File: src/design/dia_pkg.sv
// Shared types and constants for the handle table allocator.
// No dependencies; imported by dia_cell, dedup_id_allocator_top and the testbench files.

package dia_pkg;

	localparam int DEF_SLOT_COUNT = 64;
	localparam int DEF_KEY_BITS   = 32;

	typedef enum logic [2:0] {
		OP_ALLOC    = 3'd0,
		OP_FREE_ID  = 3'd1,
		OP_FREE_KEY = 3'd2,
		OP_LOOKUP   = 3'd3,
		OP_CLEAR    = 3'd4
	} op_t;

	typedef enum logic [1:0] {
		ST_DONE    = 2'd0,
		ST_IGNORED = 2'd1,
		ST_FULL    = 2'd2
	} status_t;

	typedef enum logic {
		S_IDLE = 1'b0,
		S_SCAN = 1'b1
	} state_t;

	// Flags of the scan token that walks the cell row
	typedef struct packed {
		logic valid;
		logic found;
		logic hole;
	} tok_flags_t;

	// Write broadcast from the controller to every cell
	typedef struct packed {
		logic en;
		logic clr;
	} wr_ctl_t;

endpackage

File: src/design/dia_cell.sv
// One slot of the handle table: holds the slot key and a stage of the scan token.
// Depends on dia_pkg.

module dia_cell #(
	parameter int SLOT_COUNT = dia_pkg::DEF_SLOT_COUNT,
	parameter int KEY_BITS   = dia_pkg::DEF_KEY_BITS,
	parameter int IDX        = 0
) (
	input  logic                               clk,
	input  logic                               arst_n,
	input  logic [KEY_BITS-1:0]                key_op,
	input  logic [$clog2(SLOT_COUNT+1)-1:0]    id_op,
	input  logic [$clog2(SLOT_COUNT+1)-1:0]    size,
	input  dia_pkg::tok_flags_t                tok_in,
	input  logic [$clog2(SLOT_COUNT+1)-1:0]    fid_in,
	input  logic [$clog2(SLOT_COUNT+1)-1:0]    hid_in,
	input  logic [KEY_BITS-1:0]                rkey_in,
	output dia_pkg::tok_flags_t                tok_out,
	output logic [$clog2(SLOT_COUNT+1)-1:0]    fid_out,
	output logic [$clog2(SLOT_COUNT+1)-1:0]    hid_out,
	output logic [KEY_BITS-1:0]                rkey_out,
	input  dia_pkg::wr_ctl_t                   wr_ctl,
	input  logic [$clog2(SLOT_COUNT+1)-1:0]    wr_id,
	input  logic [KEY_BITS-1:0]                wr_key
);
	import dia_pkg::*;

	localparam int IW = $clog2(SLOT_COUNT+1);
	localparam logic [IW-1:0] SLOT_NUM = IW'(IDX + 1);

	logic [KEY_BITS-1:0] key_q;
	tok_flags_t          tok_q;
	logic [IW-1:0]       fid_q;
	logic [IW-1:0]       hid_q;
	logic [KEY_BITS-1:0] rkey_q;
	logic                in_use;
	logic                hit;
	logic                empty;

	assign in_use = (SLOT_NUM <= size);
	assign hit    = in_use && (key_op != '0) && (key_q == key_op);
	assign empty  = in_use && (key_q == '0);

	always_ff @(posedge clk or negedge arst_n) begin
		if (!arst_n) begin
			key_q <= '0;
		end else if (wr_ctl.clr) begin
			key_q <= '0;
		end else if (wr_ctl.en && (wr_id == SLOT_NUM)) begin
			key_q <= wr_key;
		end
	end

	always_ff @(posedge clk or negedge arst_n) begin
		if (!arst_n) begin
			tok_q <= '0;
		end else begin
			tok_q.valid <= tok_in.valid;
			tok_q.found <= tok_in.found || hit;
			tok_q.hole  <= tok_in.hole || empty;
		end
	end

	// Keep the first match and the first hole seen upstream
	always_ff @(posedge clk) begin
		fid_q  <= (!tok_in.found && hit) ? SLOT_NUM : fid_in;
		hid_q  <= (!tok_in.hole && empty) ? SLOT_NUM : hid_in;
		rkey_q <= (id_op == SLOT_NUM) ? key_q : rkey_in;
	end

	assign tok_out  = tok_q;
	assign fid_out  = fid_q;
	assign hid_out  = hid_q;
	assign rkey_out = rkey_q;

endmodule

File: config.mk
export PLATFORM = sky130hd
export DESIGN_NAME = dia_cell
export DESIGN_NICKNAME = d
export VERILOG_FILES = /design/src/design/dia_pkg.sv /design/src/design/dia_cell.sv
export SDC_FILE = /design/constraint.sdc
export NUM_CORES = 1
export LEC_CHECK = 0
export BUFFER_PORTS_ARGS = -buffer_cell sky130_fd_sc_hd__buf_2
export CORE_UTILIZATION = 48
export CTS_CLUSTER_DIAMETER = 80
export DETAILED_ROUTE_END_ITERATION = 12
export PLACE_DENSITY = 0.91
export SLEW_MARGIN = 15
export SYNTH_ARGS = -nofsm -noshare
export SYNTH_HDL_FRONTEND = slang
export SYNTH_SLANG_ARGS = --single-unit
File: constraint.sdc
create_clock -name clk -period 3.65 [get_ports clk]
set_clock_uncertainty 0.05 [all_clocks]
set_input_delay 0.1825 -clock clk [delete_from_list [all_inputs] [get_ports clk]]
set_output_delay 0.1825 -clock clk [all_outputs]
set_load 0.005 [all_outputs]
==> results of run 1 <==
[power by group]
group	switching, mW	internal (mW)	total, mW
logic	0.0931	0.132	0.225
registers	0.00884	0.920	0.929
clock network	0.360	0.397	0.758
total	0.462	1.45	1.91
[stage by stage]
step	hold slack, ps	power (mW)	instances
floorplan	-163	1.01	283
CTS	0.172	1.91	605
global placement	245	1.13	555
global route	5.19	1.98	607
finish	-1.77	1.91	607
detailed placement	246	1.14	555
[cell type report]
cell class,instances,share of cell area (%)
Sequential cell,81,36.2
Multi-Input combinational cell,185,30.3
Timing Repair Buffer,222,26.0
Clock buffer,9,2.49
Tap cell,96,2.42
Clock inverter,7,2.09
Inverter,7,0.529
[worst reg2reg max path, delay by kind of cell (launching register included)]
family | cells | cell delay, ps
simple gates | 2 | 890
flops | 1 | 430
xor+xnor | 1 | 280
compound gates | 1 | 180
[state kept, by name (all words and copies together), names as in the netlist]
name	count
key_q	32
rkey_out	32
fid_out	7
hid_out	7
tok_out	3
[worst max-delay path by stage]
stage / startpoint / endpoint / depth (start not counted)
final: key_q[28]$_DFFE_PN0P_ / fid_out[3]$_SDFF_PP0_ / 4
after global routing: key_q[10]$_DFFE_PN0P_ / fid_out[3]$_SDFF_PP0_ / 4
after CTS: key_q[28]$_DFFE_PN0P_ / fid_out[3]$_SDFF_PP0_ / 4
after detailed placement: id_op[4] / rkey_out[16]$_DFF_P_ / 4
after global placement: id_op[4] / rkey_out[6]$_DFF_P_ / 4
after floorplan: key_q[6]$_DFFE_PN0P_ / fid_out[1]$_SDFF_PP0_ / 5
[logic make-up (layout without fill, tap and decap cells)]
group | count (synthesis) | count (layout) | share of synthesized area, %
AO/OA/AOI/OAI | 10 | 10 | 2.23
XOR/XNOR | 32 | 32 | 8.33
buffers and inverters | 17 | 245 | 2.01
flip-flops | 81 | 81 | 53.4
multiplexers | 64 | 64 | 20.2
AND/OR/NAND/NOR | 79 | 79 | 13.8
[layer usage]
layer | GRT usage, % | part of all wire [%]
met3 | 6.06 | 6.3
met1 | 31.9 | 37
met4 | 13.8 | 3.2
met5 | 0 | 0
met2 | 53.6 | 53
[cells in the final DEF (no fill, tap or decap), drive strengths merged]
master	Yosys	final
dfrtp	35	35
and4	2	2
nor2	33	33
a31oi	6	6
dlygate4sd3	0	36
nor4b	2	2
bufinv	0	2
mux2	32	32
a211oi	1	1
inv	7	12
nand2	1	1
nor2b	6	6
xor2	12	12
nor4	23	23
and4b	1	1
buf	5	186
xnor2	20	20
nand4	7	7
o31ai	1	1
and3	1	1
a31o	2	2
or2	1	1
nand3	1	1
dfxtp	46	46
clkbuf	5	9
or4	1	1
mux2i	32	32
==> run metrics, run 1 <==
violated checks=DRC, hold timing; Synth cell types=28; status=finished, violations left; Iter 0 DRT Violations=133; R2R cell count=4; Setup Fix Bufs, Post-CTS=0; share of the synthesized area in the top cell type=between 20 and 30%; Final WS setup=about 1700 ps; height of the chip=85.7 um; PwrDens=approximately 380 nW/um2; Worst Hold Depth=2; fin crit share=a little over half; crit path kind=flop to flop; asr flop ratio synth=43.2%; count leader, synth=dfxtp_1; type of the tightest min-delay check=input pin to flop; core area=approximately 6800 um2; Buffers & Inverters on Critical Path=0; unrepaired setup endpoints after global routing=no; Max-Slew Margin vs Limit=between 30% and 40%; GPL Wtd Cong=just under 0.9; EDFF count, synth=0; Die Area=approximately 7300 um2; layout cells sized above 1=between 40% and 50%; Hold Startpoint=rkey_in[4]; Data arrival, critical path=between 2000 and 2500 ps; Final Critical Period=about 2000 ps; Layout Nets=between 600 and 700; gr ovfl total=0; cell taking the most area after synthesis=dfxtp_1; Least-Margin Pin Slew=1030 ps; Tot GR Track Use=between 20 and 30%; vias in the first global route=between 3,000 and 4,000; ANT cells=0; CP max FO=8; Seq cells post-synth=81; I/O pin count=187; ranking of synthesized cells by area=dfxtp_1 27%, dfrtp_1 26%, mux2_2 11%, mux2i_1 9.5%, xnor2_1 5.2%; Worst setup SP type=flop; most instantiated cells after synthesis=46 x dfxtp_1, 35 x dfrtp_1, 33 x nor2_1; # clock sinks=81; fmax=between 0.5 and 0.6 GHz; Avg Cell Area, Syn=between 10 and 15 um2; multi-input logic area=about 1500 um2; post-route design area=4970 um2; top_reg_cell synth=dfxtp_1; WHS=-1.77 ps; cell family with most CP delay=simple AND/OR/NAND/NOR gates; vias per cell=5.21; endpoints failing setup=0; Clock transition at path regs=~100 ps; Leakage=2.63 nW; Crit path required time=between 3000 and 4000 ps; pin count of the biggest net entering global routing=36; Crit Reg-Reg Endpoint=fid_out[3]$_SDFF_PP0_; DRC violation count after routing=1; Num CTS Buffers=9; DRT Wirelength=10,500 um; Reg2Reg Setup Slack=1680 ps; CP Capture Type=flop; synth warn=0; post-CTS sizing=0; register area=between 1500 and 2000 um2; post-synthesis sequential area ratio=~53%; Root Buffer=clkbuf_8; Port Buffers=about 190; Detail Placement HPWL=around 7400 um; Pins Over Slew Limit=0; drt first pass iters=8; FP Rows=30; Reg-to-Reg Start=key_q[28]$_DFFE_PN0P_; routed len/inst=between 15 and 20 um; synthesized netlist cell count=between 200 and 300; Final Hold Fails=1; first-pass GRT wire length=around 16,000 um; DR vias=around 3,200; Hold Path Sink=rkey_out[4]$_DFF_P_; Clk Latency, worst-skew pair=approximately 360 ps; initial antenna violation count=0; placed instance area=around 4400 um2; TritonCTS clock tree=yes; number of fill cells in the layout=~500; worst path cell trace=xnor2_1, nand4_1, nor4_2, a31oi_1; final setup TNS=0 ps; critical path's slowest cell=nor4_2; critical path's largest stage delay=about 700 ps; MaxCap Viol Count=0; Max Root-Sink Buffers=2; initial cell density of the core=about 50%; # hold bufs at CTS=34; Final Core Density=73.1%; H-tree level count=3; VDD IR-drop max=around 240 uV; Cell Area, Synth=3360 um2; Post-Syn Nets=between 400 and 500; area grow syn2layout=47.7%; Routed Antenna Nets=0; Die X=about 86 um; Setup WS pre-CTS=1550 ps
(Power assumes the default switching activity.)
==> run 2: changes to the inputs <==
--- a/config.mk
+++ b/config.mk
@@ -6,10 +6,10 @@
 export NUM_CORES = 1
 export LEC_CHECK = 0
 export BUFFER_PORTS_ARGS = -buffer_cell sky130_fd_sc_hd__buf_2
-export CORE_UTILIZATION = 48
+export CORE_UTILIZATION = 40
 export CTS_CLUSTER_DIAMETER = 80
 export DETAILED_ROUTE_END_ITERATION = 12
-export PLACE_DENSITY = 0.91
+export PLACE_DENSITY = 0.81
 export SLEW_MARGIN = 15
 export SYNTH_ARGS = -nofsm -noshare
 export SYNTH_HDL_FRONTEND = slang
==> constraint.sdc (replaced) <==
create_clock -name clk -period 1.6 [get_ports clk]
set_clock_uncertainty 0.05 [all_clocks]
set_input_delay 0.08 -clock clk [delete_from_list [all_inputs] [get_ports clk]]
set_output_delay 0.08 -clock clk [all_outputs]
set_load 0.005 [all_outputs]
==> run 2 against run 1 <==
The run ends with setup timing left. Combinational power rose to 2.8 times the previous value. Utilization down 3.0 points. Via count up 6.9%. Sequential share of layout area shrank 4.7 points. Setup slack lost 1700 ps. Sequential cell count did not move. Critical path type unchanged. Largest cell class is now non-clock buffers.
==> run metrics, run 2 (synthesis results as in run 1) <==
Die X=93.7 um (+9.3%); Die Area=8780 um2 (+20%); WHS=126 ps (+128 ps); routed len/inst=16.9 um (-1.7%); I/O pin count=187 (unchanged); violated checks=setup timing; most frequent cells in the layout=186 x buf_2, 82 x dlygate4sd3_1, 46 x dfxtp_1; FP Rows=33 (+10%); Worst setup SP type=flop; status=finished, violations left; layout cells sized above 1=49.5% (+2.3 points); vias per cell=4.96 (-4.7%); initial cell density of the core=41.1% (-8.4 points); crit path kind=flop to flop; Final WS setup=-19.6 ps (-1700 ps); DR vias=3,377 (+6.9%); vias in the first global route=3,625 (+11%); TritonCTS clock tree=yes; CP max FO=7 (-1); Iter 0 DRT Violations=114 (-14%); Psw=1.04 mW (+120%); pin count of the biggest net entering global routing=33 (-8.3%); internal power=3.23 mW (+120%); Crit path required time=1860 ps (-1960 ps); core area=8180 um2 (+20%); Routed Antenna Nets=0 (unchanged); MaxCap Viol Count=0 (unchanged); Final Hold Fails=0 (-1); unrepaired setup endpoints after global routing=yes; first-pass GRT wire length=17,200 um (+8.1%); Tot GR Track Use=26.5% (-2.6 points); most common cell after layout, fill and taps aside=buf_2; multi-input logic area=1650 um2 (+9.3%); fin crit share=101% (+47 points); initial antenna violation count=0 (unchanged); H-tree level count=3 (unchanged); Comb pwr share=14.8% (+3.0 points); Pins Over Slew Limit=0 (unchanged); GPL Wtd Cong=0.805 (-8.7%); Detail Placement HPWL=7720 um (+4.7%); ANT cells=0 (unchanged); area grow syn2layout=70.5%; placed instance area=4530 um2 (+3.4%); DRC violation count after routing=0 (-1); Num CTS Buffers=9 (unchanged); fmax=0.617 GHz (+22%); Clock transition at path regs=90 ps (about the same); PwrDens=744 nW/um2 (+93%); Data arrival, critical path=1880 ps (-250 ps); VDD IR-drop max=586 uV (+140%); number of fill cells in the layout=633 (+27%); final setup TNS=-114 ps (-114 ps); Least-Margin Pin Slew=631 ps (-402 ps); height of the chip=93.7 um (+9.3%); Max Root-Sink Buffers=2 (unchanged); post-route design area=5730 um2 (+15%); register area=1800 um2 (+0.42%); Root Buffer=clkbuf_8; Clk Latency, worst-skew pair=360 ps (about the same); Clk pwr share=35.5% (-4.1 points); switching part of the total=24.4% (+0.21 points); # clock sinks=81 (unchanged); Final Critical Period=1620 ps (-349 ps); Layout Nets=709 (+10%); Leakage=2.96 nW (+13%); CP Capture Type=flop; Port Buffers=186 (unchanged); gr ovfl total=0 (unchanged); DRT Wirelength=11,500 um (+10%); Max-Slew Margin vs Limit=57.9% (+27 points); Reg power frac=49.7% (+1.1 points); type of the tightest min-delay check=input pin to async pin; drt first pass iters=4 (-4); endpoints failing setup=7 (+7)
-- run 2: changes by cell type in the layout (fill, tap and decap cells not counted), moves of 6 or more --
cell,change
dlygate4sd3_1,+46
dfrtp_1,-6
xnor2_1,-8
nor4_2,+8
dfrtp_2,+6
nor4_1,-9
xnor2_2,+8
buf_4,+15
-- run 2: final timing paths --
kind	startpoint	end	slack, ps	cells after the start
setup / recovery	key_q[21]$_DFFE_PN0P_	hid_out[0]$_SDFF_PP1_	-20	5
hold / removal	arst_n	key_q[27]$_DFFE_PN0P_	130	2
setup reg to reg	key_q[21]$_DFFE_PN0P_	hid_out[0]$_SDFF_PP1_	-20	5
hold reg to reg	key_q[16]$_DFFE_PN0P_	rkey_out[16]$_DFF_P_	540	1
max in group asynchronous	arst_n	key_q[16]$_DFFE_PN0P_	730	3
min in group clk	wr_ctl[0]	key_q[14]$_DFFE_PN0P_	180	2
-- run 2: worst max-delay path, stage by stage (launching register included) --
cell and delay (ps):
dfrtp_1 410, nor4_1 370, nand4_1 280, nor4_4 190, buf_4 180, or2_1 100
-- run 2: through the flow --
stage | util (%) | total power [mW] | std cells | worst slack (ps)
floorplan | - | 2.30 | 283 | 74.8
global placement | 55.4 | 2.59 | 579 | -73.9
detailed placement | 55.4 | 2.61 | 579 | -108
CTS | 69.0 | 4.29 | 677 | 0.466
global route | 70.1 | 4.43 | 681 | -107
finish | 70.1 | 4.26 | 681 | -19.6
-- run 2: area by class of cell --
class	instances	share of cell area (%)
clock inverters	7	1.31
inverters	7	0.458
clock buffers	9	2.16
multi-input cells	185	28.7
well taps	105	2.29
flip-flops and latches	81	31.5
repair buffers	287	33.6
-- run 2: power groups by stage --
stage	clock [mW]	combinational (mW)	sequential (mW)
global route	1.63	0.679	2.13
floorplan	0	0.126	2.17
finish	1.51	0.630	2.12
CTS	1.56	0.614	2.12
global placement	0	0.434	2.16
detailed placement	0	0.447	2.16
-- run 2: repair_timing --
action	4_1_cts	5_1_grt
endpoints found under the hold margin	97	0
setup endpoints to repair	15	15
hold buffers	82	0
resized for setup	16	13
pin swaps	7	13
setup buffers	0	4
cloned	0	0
-- run 2: routing by layer --
layer | wire [um] | up-vias | GRT usage [%]
li1 | - | 1579 | -
met1 | 4280 | 1619 | 27.6
met2 | 6220 | 154 | 50.4
met3 | 725 | 25 | 5.91
met4 | 305 | 0 | 11.7
met5 | 0 | - | 0
